$ cat src/rtl/core/preemptive_priority_scheduler_macros.svh
// Assertion macros shared by the scheduler RTL.
// Needs clk_i and rst_ni in the scope where a macro is used.
`ifndef PREEMPTIVE_PRIORITY_SCHEDULER_MACROS_SVH
`define PREEMPTIVE_PRIORITY_SCHEDULER_MACROS_SVH

// Property must hold at every clock edge out of reset
`define PPS_ASSERT(lbl, prop, msg) \
  lbl: assert property (@(posedge clk_i) disable iff (!rst_ni) prop) else $error(msg);

// Condition must never be true out of reset
`define PPS_ASSERT_NEVER(lbl, cond, msg) \
  `PPS_ASSERT(lbl, !(cond), msg)

`endif

$ cat src/rtl/core/pps_pkg.sv
// Shared types and constants of the preemptive priority scheduler.
// No dependencies; used by pps_front, pps_back and the top level.
`timescale 1ns / 1ps

package pps_pkg;

  // Default table depth
  localparam int MaxTasksDef = 16;

  // Field widths
  localparam int TimeW   = 32;
  localparam int FieldW  = 16;
  localparam int PrioW   = 8;
  localparam int SlotOutW = 4;

  // Depth of the queue between front and back
  localparam int QDepth = 2;

  // Command kinds as classified by the front
  typedef enum logic [1:0] {
    CMD_LOAD,
    CMD_LOAD_BAD,
    CMD_TICK
  } cmd_kind_e;

  // Result status codes
  typedef enum logic [1:0] {
    STAT_LOAD_OK,
    STAT_LOAD_REJ,
    STAT_TICK_IDLE,
    STAT_TICK_RUN
  } status_e;

  // Queued command
  typedef struct packed {
    cmd_kind_e         kind;
    logic [FieldW-1:0] arrival;
    logic [FieldW-1:0] burst;
    logic [PrioW-1:0]  prio;
  } cmd_t;

  // One result transaction
  typedef struct packed {
    status_e             status;
    logic [SlotOutW-1:0] slot;
    logic                finished;
    logic [TimeW-1:0]    completion_time;
    logic [TimeW-1:0]    turnaround;
    logic [TimeW-1:0]    waiting;
    logic                all_done;
  } res_t;

endpackage

$ cat src/rtl/core/pps_front.sv
// Front end: accepts request transactions, classifies them and queues them.
// Depends on pps_pkg and the assertion macro header.
`timescale 1ns / 1ps
`include "preemptive_priority_scheduler_macros.svh"

module pps_front (
  input  logic                         clk_i,
  input  logic                         rst_ni,
  input  logic                         start_i,
  output logic                         busy_o,
  input  logic                         req_type_i,
  input  logic [pps_pkg::FieldW-1:0]   arrival_time_i,
  input  logic [pps_pkg::FieldW-1:0]   burst_length_i,
  input  logic [pps_pkg::PrioW-1:0]    task_priority_i,
  output logic                         cmd_valid_o,
  output pps_pkg::cmd_t                cmd_o,
  input  logic                         cmd_ready_i
);

  localparam int QPtrW = $clog2(pps_pkg::QDepth);
  localparam int QCntW = $clog2(pps_pkg::QDepth + 1);

  pps_pkg::cmd_t   q_mem_q [pps_pkg::QDepth];
  logic [QPtrW-1:0] wr_ptr_q, rd_ptr_q;
  logic [QCntW-1:0] cnt_q;
  pps_pkg::cmd_t   cmd_in;
  logic            push, pop;

  // Classify: ticks, good loads, zero-burst loads
  always_comb begin
    cmd_in.arrival = arrival_time_i;
    cmd_in.burst   = burst_length_i;
    cmd_in.prio    = task_priority_i;
    if (req_type_i) begin
      cmd_in.kind = pps_pkg::CMD_TICK;
    end else if (burst_length_i == '0) begin
      cmd_in.kind = pps_pkg::CMD_LOAD_BAD;
    end else begin
      cmd_in.kind = pps_pkg::CMD_LOAD;
    end
  end

  assign busy_o      = (cnt_q == QCntW'(pps_pkg::QDepth));
  assign push        = start_i && !busy_o;
  assign cmd_valid_o = (cnt_q != '0);
  assign pop         = cmd_valid_o && cmd_ready_i;
  assign cmd_o       = q_mem_q[rd_ptr_q];

  // Queue storage
  always_ff @(posedge clk_i) begin
    if (push) begin
      q_mem_q[wr_ptr_q] <= cmd_in;
    end
  end

  // Queue pointers and fill count
  always_ff @(posedge clk_i or negedge rst_ni) begin
    if (!rst_ni) begin
      wr_ptr_q <= '0;
      rd_ptr_q <= '0;
      cnt_q    <= '0;
    end else begin
      if (push) begin
        wr_ptr_q <= (wr_ptr_q == QPtrW'(pps_pkg::QDepth - 1)) ? '0 : wr_ptr_q + 1'b1;
      end
      if (pop) begin
        rd_ptr_q <= (rd_ptr_q == QPtrW'(pps_pkg::QDepth - 1)) ? '0 : rd_ptr_q + 1'b1;
      end
      if (push && !pop) begin
        cnt_q <= cnt_q + 1'b1;
      end else if (pop && !push) begin
        cnt_q <= cnt_q - 1'b1;
      end
    end
  end

  `PPS_ASSERT_NEVER(a_q_overfill, cnt_q > QCntW'(pps_pkg::QDepth), "queue count above depth")

endmodule

$ cat src/rtl/core/pps_back.sv
// Back end: task table, priority scan over the table and result generation.
// Depends on pps_pkg and the assertion macro header.
`timescale 1ns / 1ps
`include "preemptive_priority_scheduler_macros.svh"

module pps_back #(
  parameter int MaxTasks = pps_pkg::MaxTasksDef
) (
  input  logic          clk_i,
  input  logic          rst_ni,
  input  logic          cmd_valid_i,
  input  pps_pkg::cmd_t cmd_i,
  output logic          cmd_ready_o,
  output logic          res_valid_o,
  output pps_pkg::res_t res_o
);

  localparam int SlotW = $clog2(MaxTasks);
  localparam int CntW  = $clog2(MaxTasks + 1);

  // Sequencer states
  localparam logic [2:0] S_IDLE   = 3'd0;
  localparam logic [2:0] S_LOAD   = 3'd1;
  localparam logic [2:0] S_SCAN   = 3'd2;
  localparam logic [2:0] S_DRAIN  = 3'd3;
  localparam logic [2:0] S_DECIDE = 3'd4;
  localparam logic [2:0] S_UPDATE = 3'd5;
  localparam logic [2:0] S_FINISH = 3'd6;

  typedef struct packed {
    logic [pps_pkg::FieldW-1:0] arrival;
    logic [pps_pkg::FieldW-1:0] burst;
    logic [pps_pkg::FieldW-1:0] remaining;
    logic [pps_pkg::PrioW-1:0]  prio;
  } task_t;

  logic [2:0]                 state_q, state_d;
  pps_pkg::cmd_t              cmd_q;
  task_t                      task_mem_q [MaxTasks];
  task_t                      rd_word_q;
  task_t                      wr_word;
  logic [SlotW-1:0]           wr_addr;
  logic                       wr_en;
  logic [SlotW-1:0]           scan_idx_q, eval_idx_q, best_idx_q;
  logic                       eval_vld_q, found_q;
  task_t                      best_word_q;
  logic [MaxTasks-1:0]        done_q;
  logic [CntW-1:0]            loaded_q, done_cnt_q;
  logic [pps_pkg::TimeW-1:0]  now_q, tat_q;
  logic                       fin_q;
  logic                       res_valid_q;
  pps_pkg::res_t              res_q;
  logic                       pop, table_full, load_ok, eligible, take;
  logic [pps_pkg::FieldW-1:0] rem_next;

  assign cmd_ready_o = (state_q == S_IDLE);
  assign pop         = cmd_valid_i && cmd_ready_o;
  assign table_full  = (loaded_q == CntW'(MaxTasks));
  assign load_ok     = (cmd_q.kind == pps_pkg::CMD_LOAD) && !table_full;
  assign rem_next    = best_word_q.remaining - 1'b1;

  // Scan compare on the entry read in the previous cycle
  assign eligible = eval_vld_q && (CntW'(eval_idx_q) < loaded_q) && !done_q[eval_idx_q] &&
                    ({{(pps_pkg::TimeW - pps_pkg::FieldW){1'b0}}, rd_word_q.arrival} <= now_q);
  assign take     = eligible && (!found_q || (rd_word_q.prio < best_word_q.prio));

  // Next state
  always_comb begin
    state_d = state_q;
    unique case (state_q)
      S_IDLE: begin
        if (pop) begin
          state_d = (cmd_i.kind == pps_pkg::CMD_TICK) ? S_SCAN : S_LOAD;
        end
      end
      S_LOAD:   state_d = S_IDLE;
      S_SCAN: begin
        if (scan_idx_q == SlotW'(MaxTasks - 1)) state_d = S_DRAIN;
      end
      S_DRAIN:  state_d = S_DECIDE;
      S_DECIDE: state_d = found_q ? S_UPDATE : S_IDLE;
      S_UPDATE: state_d = S_FINISH;
      S_FINISH: state_d = S_IDLE;
      default:  state_d = S_IDLE;
    endcase
  end

  // Table write port: new task on load, remaining work on update
  always_comb begin
    wr_en   = 1'b0;
    wr_addr = best_idx_q;
    wr_word = best_word_q;
    wr_word.remaining = rem_next;
    if (state_q == S_LOAD) begin
      wr_en             = load_ok;
      wr_addr           = SlotW'(loaded_q);
      wr_word.arrival   = cmd_q.arrival;
      wr_word.burst     = cmd_q.burst;
      wr_word.remaining = cmd_q.burst;
      wr_word.prio      = cmd_q.prio;
    end else if (state_q == S_UPDATE) begin
      wr_en = 1'b1;
    end
  end

  // Task memory, registered read at the scan index
  always_ff @(posedge clk_i) begin
    if (wr_en) begin
      task_mem_q[wr_addr] <= wr_word;
    end
    rd_word_q <= task_mem_q[scan_idx_q];
  end

  // Payload registers
  always_ff @(posedge clk_i) begin
    eval_idx_q <= scan_idx_q;
    if (pop) begin
      cmd_q <= cmd_i;
    end
    if (take) begin
      best_idx_q  <= eval_idx_q;
      best_word_q <= rd_word_q;
    end
    if (state_q == S_UPDATE) begin
      fin_q <= (rem_next == '0);
      tat_q <= now_q - {{(pps_pkg::TimeW - pps_pkg::FieldW){1'b0}}, best_word_q.arrival};
    end
  end

  // Result register
  always_ff @(posedge clk_i) begin
    if (state_q == S_LOAD) begin
      res_q.status          <= load_ok ? pps_pkg::STAT_LOAD_OK : pps_pkg::STAT_LOAD_REJ;
      res_q.slot            <= load_ok ? pps_pkg::SlotOutW'(loaded_q) : '0;
      res_q.finished        <= 1'b0;
      res_q.completion_time <= '0;
      res_q.turnaround      <= '0;
      res_q.waiting         <= '0;
      res_q.all_done        <= load_ok ? (done_cnt_q == CntW'(loaded_q + 1'b1))
                                       : (done_cnt_q == loaded_q);
    end else if (state_q == S_DECIDE && !found_q) begin
      res_q.status          <= pps_pkg::STAT_TICK_IDLE;
      res_q.slot            <= '0;
      res_q.finished        <= 1'b0;
      res_q.completion_time <= '0;
      res_q.turnaround      <= '0;
      res_q.waiting         <= '0;
      res_q.all_done        <= (done_cnt_q == loaded_q);
    end else if (state_q == S_FINISH) begin
      res_q.status          <= pps_pkg::STAT_TICK_RUN;
      res_q.slot            <= pps_pkg::SlotOutW'(best_idx_q);
      res_q.finished        <= fin_q;
      res_q.completion_time <= fin_q ? now_q : '0;
      res_q.turnaround      <= fin_q ? tat_q : '0;
      res_q.waiting         <= fin_q ?
          (tat_q - {{(pps_pkg::TimeW - pps_pkg::FieldW){1'b0}}, best_word_q.burst}) : '0;
      res_q.all_done        <= (done_cnt_q == loaded_q);
    end
  end

  // Control registers
  always_ff @(posedge clk_i or negedge rst_ni) begin
    if (!rst_ni) begin
      state_q     <= S_IDLE;
      scan_idx_q  <= '0;
      eval_vld_q  <= 1'b0;
      found_q     <= 1'b0;
      done_q      <= '0;
      loaded_q    <= '0;
      done_cnt_q  <= '0;
      now_q       <= '0;
      res_valid_q <= 1'b0;
    end else begin
      state_q    <= state_d;
      eval_vld_q <= (state_q == S_SCAN);
      // Scan counter walks every slot once per tick
      if (state_q == S_SCAN) begin
        scan_idx_q <= (scan_idx_q == SlotW'(MaxTasks - 1)) ? '0 : scan_idx_q + 1'b1;
      end
      if (pop) begin
        found_q <= 1'b0;
      end else if (take) begin
        found_q <= 1'b1;
      end
      // Load fills the next free slot
      if (state_q == S_LOAD && load_ok) begin
        done_q[SlotW'(loaded_q)] <= 1'b0;
        loaded_q                 <= loaded_q + 1'b1;
      end
      // Time advances once per tick, before the chosen entry is updated
      if (state_q == S_DECIDE) begin
        now_q <= now_q + 1'b1;
      end
      if (state_q == S_UPDATE && rem_next == '0) begin
        done_q[best_idx_q] <= 1'b1;
        done_cnt_q         <= done_cnt_q + 1'b1;
      end
      res_valid_q <= (state_q == S_LOAD) || (state_q == S_FINISH) ||
                     (state_q == S_DECIDE && !found_q);
    end
  end

  assign res_valid_o = res_valid_q;
  assign res_o       = res_q;

  `PPS_ASSERT_NEVER(a_done_gt_loaded, done_cnt_q > loaded_q, "more tasks done than loaded")
  `PPS_ASSERT(a_strobe_single, res_valid_q |=> !res_valid_q, "result strobe held two cycles")
  `PPS_ASSERT(a_fin_is_run, res_valid_q && res_q.finished |-> res_q.status == pps_pkg::STAT_TICK_RUN, "finished on non-run")

endmodule

$ cat src/rtl/core/preemptive_priority_scheduler.sv
// Load result: strobed after the LOAD state, which writes the table. Tick
// result: strobed after a scan of the task memory at one slot per cycle, then
// DRAIN and DECIDE, then UPDATE and FINISH if a task ran. The back end takes a
// new request only when it is idle; a two-entry queue takes requests ahead.
// Results are strobed for one cycle; the receiver cannot stall.
// Reset (rst_ni low, async) empties the table, clears time and the queue.
`timescale 1ns / 1ps

module preemptive_priority_scheduler #(
  parameter int MaxTasks = pps_pkg::MaxTasksDef
) (
  input  logic                          clk_i,
  input  logic                          rst_ni,
  input  logic                          start_i,
  output logic                          busy_o,
  input  logic                          req_type_i,
  input  logic [pps_pkg::FieldW-1:0]    arrival_time_i,
  input  logic [pps_pkg::FieldW-1:0]    burst_length_i,
  input  logic [pps_pkg::PrioW-1:0]     task_priority_i,
  output logic                          valid_o,
  output logic [1:0]                    status_o,
  output logic [pps_pkg::SlotOutW-1:0]  slot_o,
  output logic                          finished_o,
  output logic [pps_pkg::TimeW-1:0]     completion_time_o,
  output logic [pps_pkg::TimeW-1:0]     turnaround_o,
  output logic [pps_pkg::TimeW-1:0]     waiting_o,
  output logic                          all_done_o
);

  logic          cmd_valid, cmd_ready;
  pps_pkg::cmd_t cmd;
  pps_pkg::res_t res;

  // Front: accept and classify
  pps_front u_front (
    .clk_i           (clk_i),
    .rst_ni          (rst_ni),
    .start_i         (start_i),
    .busy_o          (busy_o),
    .req_type_i      (req_type_i),
    .arrival_time_i  (arrival_time_i),
    .burst_length_i  (burst_length_i),
    .task_priority_i (task_priority_i),
    .cmd_valid_o     (cmd_valid),
    .cmd_o           (cmd),
    .cmd_ready_i     (cmd_ready)
  );

  // Back: table, scan, results
  pps_back #(
    .MaxTasks (MaxTasks)
  ) u_back (
    .clk_i       (clk_i),
    .rst_ni      (rst_ni),
    .cmd_valid_i (cmd_valid),
    .cmd_i       (cmd),
    .cmd_ready_o (cmd_ready),
    .res_valid_o (valid_o),
    .res_o       (res)
  );

  assign status_o          = res.status;
  assign slot_o            = res.slot;
  assign finished_o        = res.finished;
  assign completion_time_o = res.completion_time;
  assign turnaround_o      = res.turnaround;
  assign waiting_o         = res.waiting;
  assign all_done_o        = res.all_done;

endmodule
$ cat config.mk
export PLATFORM = sky130hd
export DESIGN_NAME = preemptive_priority_scheduler
export DESIGN_NICKNAME = d
export VERILOG_FILES = /design/src/rtl/core/pps_pkg.sv /design/src/rtl/core/pps_front.sv /design/src/rtl/core/pps_back.sv /design/src/rtl/core/preemptive_priority_scheduler.sv
export VERILOG_INCLUDE_DIRS = /design/src /design/src/rtl/core
export SDC_FILE = /design/constraint.sdc
export NUM_CORES = 2
export LEC_CHECK = 0
export BUFFER_PORTS_ARGS = -buffer_cell sky130_fd_sc_hd__buf_2
export CORE_MARGIN = 3
export CORE_UTILIZATION = 60
export CTS_BUF_LIST = sky130_fd_sc_hd__clkbuf_8 sky130_fd_sc_hd__clkbuf_16
export DETAILED_ROUTE_END_ITERATION = 8
export HOLD_SLACK_MARGIN = 0.06
export PLACE_DENSITY = 0.77
export SLEW_MARGIN = 10
export SYNTH_ARGS = -nofsm -noshare
export SYNTH_HDL_FRONTEND = slang
export SYNTH_SLANG_ARGS = --single-unit
export TNS_END_PERCENT = 10
$ cat constraint.sdc
create_clock -name clk_i -period 9.1 [get_ports clk_i]
set_clock_uncertainty 0.15 [all_clocks]
set_input_delay 0.91 -clock clk_i [delete_from_list [all_inputs] [get_ports clk_i]]
set_output_delay 0.91 -clock clk_i [all_outputs]
set_load 0.005 [all_outputs]
Word level (Yosys, flattened, before mapping)
Memories as Yosys holds them, arrays and structs flattened. A register that Yosys moved wholly into a read port is not among the register bits.
Index checks and enable logic that the tools add are counted.
{"block": "word_totals", "reg_bits": 315, "mem_bits_rw": 980, "input_bits": 44, "out_inout_bits": 106, "elab_cells": 141, "mem_count": 2}
{"memory": "u_back.task_mem_q", "words": 16, "word_bits": 56, "rd": 1, "rd_clocked_by_memory_dff": 1, "wr": 1, "line_no": "pps_back.sv:39", "text": "task_t task_mem_q [MaxTasks];"}
{"memory": "u_front.q_mem_q", "words": 2, "word_bits": 42, "rd": 1, "rd_clocked_by_memory_dff": 0, "wr": 1, "line_no": "pps_front.sv:23", "text": "pps_pkg::cmd_t q_mem_q [pps_pkg::QDepth];"}
{"block": "classes", "n_addsub": 11, "magnitude_cmp": 8, "n_eq_ne": 14, "mux": 39, "n_bitwise": 3, "reduce_logical": 33}
{"cell": "104-bit two-way mux", "count": 3}
{"cell": "32-bit two-way mux", "count": 3}
{"cell": "32-bit by 16-bit subtractor with 32-bit output", "count": 2}
{"cell": "56-bit two-way mux", "count": 1}
{"cell": "32-bit by 1-bit adder with 32-bit output (second input constant)", "count": 1}
{"cell": "16-bit by 32-bit less-or-equal comparator with 1-bit output", "count": 1}
{"cell": "16-bit zero test", "count": 2}
{"cell": "16-bit two-way mux", "count": 2}
{"cell": "16-bit bitwise AND", "count": 1}
{"cell": "1-bit two-way mux", "count": 16}
{"cell": "16-bit inverter", "count": 1}
{"cell": "16-bit bitwise OR", "count": 1}
{"cell": "16-bit by 1-bit subtractor with 16-bit output (second input constant)", "count": 1}
{"cell": "4-bit by 5-bit < comparator with 1-bit output (second input constant)", "count": 3}
{"cell": "3-bit one-hot mux with 5 select lines", "count": 1}
{"cell": "1-bit logical AND", "count": 14}
{"cell": "4-bit two-way mux", "count": 3}
{"cell": "5-bit by 1-bit adder with 5-bit output (second input constant)", "count": 2}
{"cell": "5-bit == test", "count": 2}
{"cell": "3-bit == test (second input constant)", "count": 3}
{"cell": "3-bit two-way mux", "count": 3}
{"cell": "1-bit demux with 4-bit select", "count": 2}
{"cell": "4-bit by 1-bit greater-or-equal comparator with 1-bit output (second input constant)", "count": 2}
{"cell": "8-bit < comparator", "count": 1}
{"cell": "other kinds (22)", "count": 37}

Logic depth before layout (Yosys ltp)
{"block": "logic_depth", "ltp_word": 9, "depth_mapped": 11}

Modules after synthesis
A second synthesis with hierarchy kept.
{"block": "unflattened", "cells_unflattened": 3294, "area_unflattened_um2": 53473.8}
{"mod": "pps_back", "instances": 1, "cells_each": 3138, "area_each_um2": 50001.7, "seq_area_each_um2": 36014.5}
{"mod": "pps_front", "instances": 1, "cells_each": 156, "area_each_um2": 3472.1, "seq_area_each_um2": 2622.5}

Least setup slack after synthesis
Ideal clock, no wire load.
{"block": "synth_path", "path_type": "register -> register", "from": "reg u_back.loaded_q[0]", "to": "mem u_back.task_mem_q[2][0] in the netlist's numbering (enable)", "setup_time_ns": 0.470, "t_arrival_ns": 4.321, "slack_ns": 4.159, "stages_incl_launch_ff": 10, "n_path_buf": 1, "period_less_slack_ns": 4.941, "path_cell_list": "dfrtp_1 inv_1 ha_1 a311oi_1 and2_1 clkbuf_1 inv_1 o21ai_0 nand3_1 nor2_1"}
{"block": "synth_via", "elab_chain_cells": 6, "elab_cells_between_ends": 7, "cone_classes": "1 x eq/ne; 4 x mux; 2 x reduce/logical"}
{"element": "start, declared", "line_no": "pps_back.sv:48", "text": "logic [CntW-1:0] loaded_q, done_cnt_q;"}
{"element": "start signal, assigned", "line_no": "pps_back.sv:188", "text": "loaded_q <= loaded_q + 1'b1;"}
{"element": "5-bit == test", "line_no": "pps_back.sv:58", "text": "assign table_full = (loaded_q == CntW'(MaxTasks));"}
{"element": "1-bit zero test", "line_no": "pps_back.sv:59", "text": "assign load_ok = (cmd_q.kind == pps_pkg::CMD_LOAD) && !table_full;"}
{"element": "1-bit logical AND", "line_no": "pps_back.sv:59"}
{"element": "1-bit two-way mux", "line_no": "pps_back.sv:94", "text": "if (state_q == S_LOAD) begin"}
{"element": "1-bit two-way mux", "line_no": "pps_back.sv:108", "text": "if (wr_en) begin"}
{"element": "1-bit two-way mux (implied by the code)", "line_no": "pps_back.sv:109", "text": "task_mem_q[wr_addr] <= wr_word;"}
{"element": "end, declared", "line_no": "pps_back.sv:39"}
Several ways; a longest one is shown, not always the timed one.

Worst setup path in the final report
{"block": "layout_path", "from": "reg u_back.state_q[1]", "to": "mem u_back.task_mem_q[3][14] in the netlist's numbering (enable)"}
{"block": "layout_via", "elab_chain_cells": 5, "elab_cells_between_ends": 7, "cone_classes": "2 x eq/ne; 5 x mux"}
{"element": "start, declared", "line_no": "pps_back.sv:37", "text": "logic [2:0] state_q, state_d;"}
{"element": "start signal, assigned", "line_no": "pps_back.sv:174", "text": "state_q <= state_d;"}
{"element": "3-bit == test", "line_no": "pps_back.sv:101", "text": "end else if (state_q == S_UPDATE) begin"}
{"element": "1-bit two-way mux", "line_no": "pps_back.sv:101"}
{"element": "1-bit two-way mux", "line_no": "pps_back.sv:94"}
{"element": "1-bit two-way mux", "line_no": "pps_back.sv:108"}
{"element": "1-bit two-way mux (implied by the code)", "line_no": "pps_back.sv:109"}
Several ways; a longest one is shown, not always the timed one.

==> run_results.csv <==
group,metric,value,unit
outcome,status,"finished, final reports clean",
yosys,ys.flop_type,"edfxtp_1",
timing,rsz0062_at_grt,"false",
timing,tns,0,ps
setup_path,crit_path_end_kind,"register",
grt,grt-ovfl-total,0,
layout,fillers,5292,
layout,area_growth,12.5,%
setup_path,start_kind,"register",
timing,tightest_slew,1450,ps
cts,cts_num_sinks,1351,
setup_path,rr_worst_depth,9,
cts,clockRootBuffer,"clkbuf_16",
detailed_routing,ant_nets,0,
cts,cts_setup_buffers,0,
placed_design,io_buffers,149,
min_path,min_path_type,"in -> async",
die,die_h,301,um
detailed_routing,wl_per_cell,28.1,um
placed_design,dpl.hpwl,67500,um
setup_path,critPathRequiredTime,9310,ps
yosys,syn_inst,2822,
timing,relSlewSlack,3.16,%
setup_path,critPathCapture,"u_back.task_mem_q[3][14]",
yosys,synthAdderAreaFrac,1.70,%
cts,h-tree-depth,4,
setup_path,arrival,5280,ps
detailed_routing,route.detailed.drc,0,
layout,instances_no_fill,4299,
yosys,syn_avg_cell_area,18.5,um2
yosys,synth_warnings,0,
grt,grt_pass1_vias,28200,
die,initial_utilization,61.0,%
die,rows,107,
yosys,async_flop_share,5.33,%
cts,cts_resized,0,
timing,hold_viol,0,
setup_path,cp-startpoint,"u_back.state_q[1]",
cts,clk_latency,740,ps
yosys,ys_seq_area_share,73.8,%
detailed_routing,drt-vias-per-instance,6.43,
yosys,synth_area_leaders,"edfxtp_1, mux4_2, dfxtp_1",
cts,cts_buffer_depth,3,
flow_run,cap_viol_max_count,0,
pwr,vdd_drop_max,0.000242,V
timing,fin_ws,4030,ps
placed_design,gp_congestion,0.904,
yosys,syn_area,52300,um2
setup_path,r2r_start,"u_back.state_q[1]",
timing,post-route-period-util,55.7,%
pwr,p_per_area,308,nW/um2
pwr,leakage,20.1,nW
setup_path,worstSetupPathType,"reg -> reg",
setup_path,cp_max_fo,57,
detailed_routing,drt_iter0_markers,3125,
cts,cts_tree,"built",
layout,post-route-util,68.6,%
yosys,synth_compound_area_share,3.96,%
timing,fin_crit,5070,ps
timing,final-max-slew-violation-count,0,
layout,nNetsFinal,3154,
yosys,yosysTopAreaCell,"edfxtp_1",
timing,max_freq,197,MHz
setup_path,reg2reg_to,"u_back.task_mem_q[3][14]",
placed_design,dp_slack,4140,ps
timing,setup_viol_count_final,0,
yosys,syn-num-nets,2936,
cts,clk_pin_slew,60,ps
yosys,ys_seq_elements,1351,
detailed_routing,routed_wl,121000,um
yosys,synth.distinct_cells,67,
layout,drive_gt1_share,24.3,%
grt,antenna_found_initial,3,
yosys,synth-simple-area-share,3.77,%
die,die-area,90800,um2
grt,grt_util_all_layers,27.3,%
pwr,power,0.0182,W
grt,grt_max_degree,176,
cts,holdBufCountCts,0,
yosys,synth_top_family_by_area,"multiplexers",
yosys,synth_top_area_share,64.4,%
die,ioPinCount,150,
die,coreArea,85800,um2
setup_path,rrSetupSlack,4030,ps
grt,grt_pass1_wl,181000,um
die,die_x,301,um
cts,numCtsBuffers,135,
yosys,synthMuxAreaShare,13.2,%
detailed_routing,vias,27600,
yosys,synth-edff-count,1122,
detailed_routing,drtPass1Iterations,7,
placed_design,placed_cells,4041,
yosys,synth-xor-area-share,2.02,%
## cells in the mapped netlist (20+ instances only)
| master | count |
|---|---|
| edfxtp_1 | 1122 |
| mux4_2 | 284 |
| nand2_1 | 165 |
| dfxtp_1 | 157 |
| o21ai_0 | 151 |
| clkbuf_1 | 96 |
| nor2_1 | 86 |
| xnor2_1 | 78 |
| inv_1 | 76 |
| dfrtp_1 | 72 |
| ha_1 | 68 |
| a22o_1 | 47 |
| mux2_2 | 45 |
| xor2_1 | 43 |
| a21oi_1 | 40 |
| buf_1 | 28 |
| nand3_1 | 27 |
| nand4_1 | 21 |
| nor3_1 | 20 |
## report_power, final
part / total, W / switching (W) / internal (W)
Clock: 0.00524 / 0.00227 / 0.00296
Combinational: 0.00439 / 0.00250 / 0.00190
Sequential: 0.00854 / 0.000474 / 0.00807
Total: 0.0182 / 0.00525 / 0.0129
## cells in the final DEF (no fill, tap or decap), types with 10 or more instances in the layout
cell,Yosys,routed
edfxtp_1,1122,1122
mux4_2,284,284
nand2_1,165,165
dfxtp_1,157,157
buf_2,4,148
clkbuf_16,0,141
o21ai_0,151,122
inv_1,76,118
xnor2_1,78,78
ha_1,68,68
nor2_1,86,67
dfrtp_1,72,67
buf_4,0,61
a22o_1,47,47
mux2_2,45,45
xor2_1,43,43
a21oi_1,40,40
o21ai_1,0,29
nand3_1,27,27
clkinv_2,0,22
nand4_1,21,21
nor3_1,20,20
nor2_4,0,19
clkinv_1,0,17
o31ai_1,14,14
nor4_1,13,13
a21o_1,13,13
nand2b_1,12,12
and3_1,14,11
a211oi_1,10,10
a31oi_1,10,10
## worst max-delay path: stages (launching register included)
cell,delay (ps)
dfrtp_1,490
nand2b_1,260
nor2_4,100
buf_4,580
and2_1,440
inv_1,190
o21ai_0,430
nand2_1,360
nor2_4,1010
buf_4,600
## registers in the layout, indices dropped and copies added, names as in the netlist, 5 cells and up
name / count
u_back.rd_word_q: 56
u_back.done_q: 16
u_front.q_mem_q: 84
u_back.tat_q: 32
u_back.res_o: 104
u_back.done_cnt_q: 5
u_back.best_word_q: 56
u_back.task_mem_q: 896
u_back.cmd_q: 42
u_back.loaded_q: 5
u_back.now_q: 32
## per-stage QoR
step,area [um2],hold slack (ps)
after global routing,58900,198
after floorplan,52300,195
after CTS,58800,178
after detailed placement,54600,239
final,58900,167
after global placement,54600,236
## cells by family (layout without fill, tap and decap cells)
group	Yosys count	count (layout)
adder cells (fa/ha/maj)	70	70
other	0	5
AO/OA/AOI/OAI	329	329
flip-flops	1351	1351
AND/OR/NAND/NOR	414	414
XOR/XNOR	121	121
buffers and inverters	206	534
multiplexers	331	331
## layer usage
metal  vias to the layer above  track usage, %  share of wire [%]
met3                       249            5.92                9.2
met5                         -               0                  0
met2                      1474            44.5                 50
met1                     14300            37.1                 38
met4                         0            9.22                2.9
li1                      11600               -                  -
## area by class of cell
class	count	area (um2)	area share, %
sequential	1351	38700	65.6
antenna	5	12.5	0.0212
clock inverter	98	579	0.983
multi-input combinational	1265	13100	22.2
tap	1144	1430	2.43
timing repair buffer	211	1240	2.10
clock buffer	149	3640	6.18
inverter	76	285	0.484
## how the worst min path moves through the flow
stage                          from  slack, ps                      to
6_report                     rst_ni        170        u_back.now_q[21]
5_1_grt           arrival_time_i[9]        200  u_front.q_mem_q[0][33]
4_1_cts          task_priority_i[7]        180   u_front.q_mem_q[0][7]
3_5_place_dp   u_back.rd_word_q[33]        240  u_back.best_word_q[33]
3_3_place_gp   u_back.rd_word_q[29]        240  u_back.best_word_q[29]
2_1_floorplan  u_back.scan_idx_q[2]        200    u_back.eval_idx_q[2]
No activity file was read; power rests on OpenSTA's default activity.
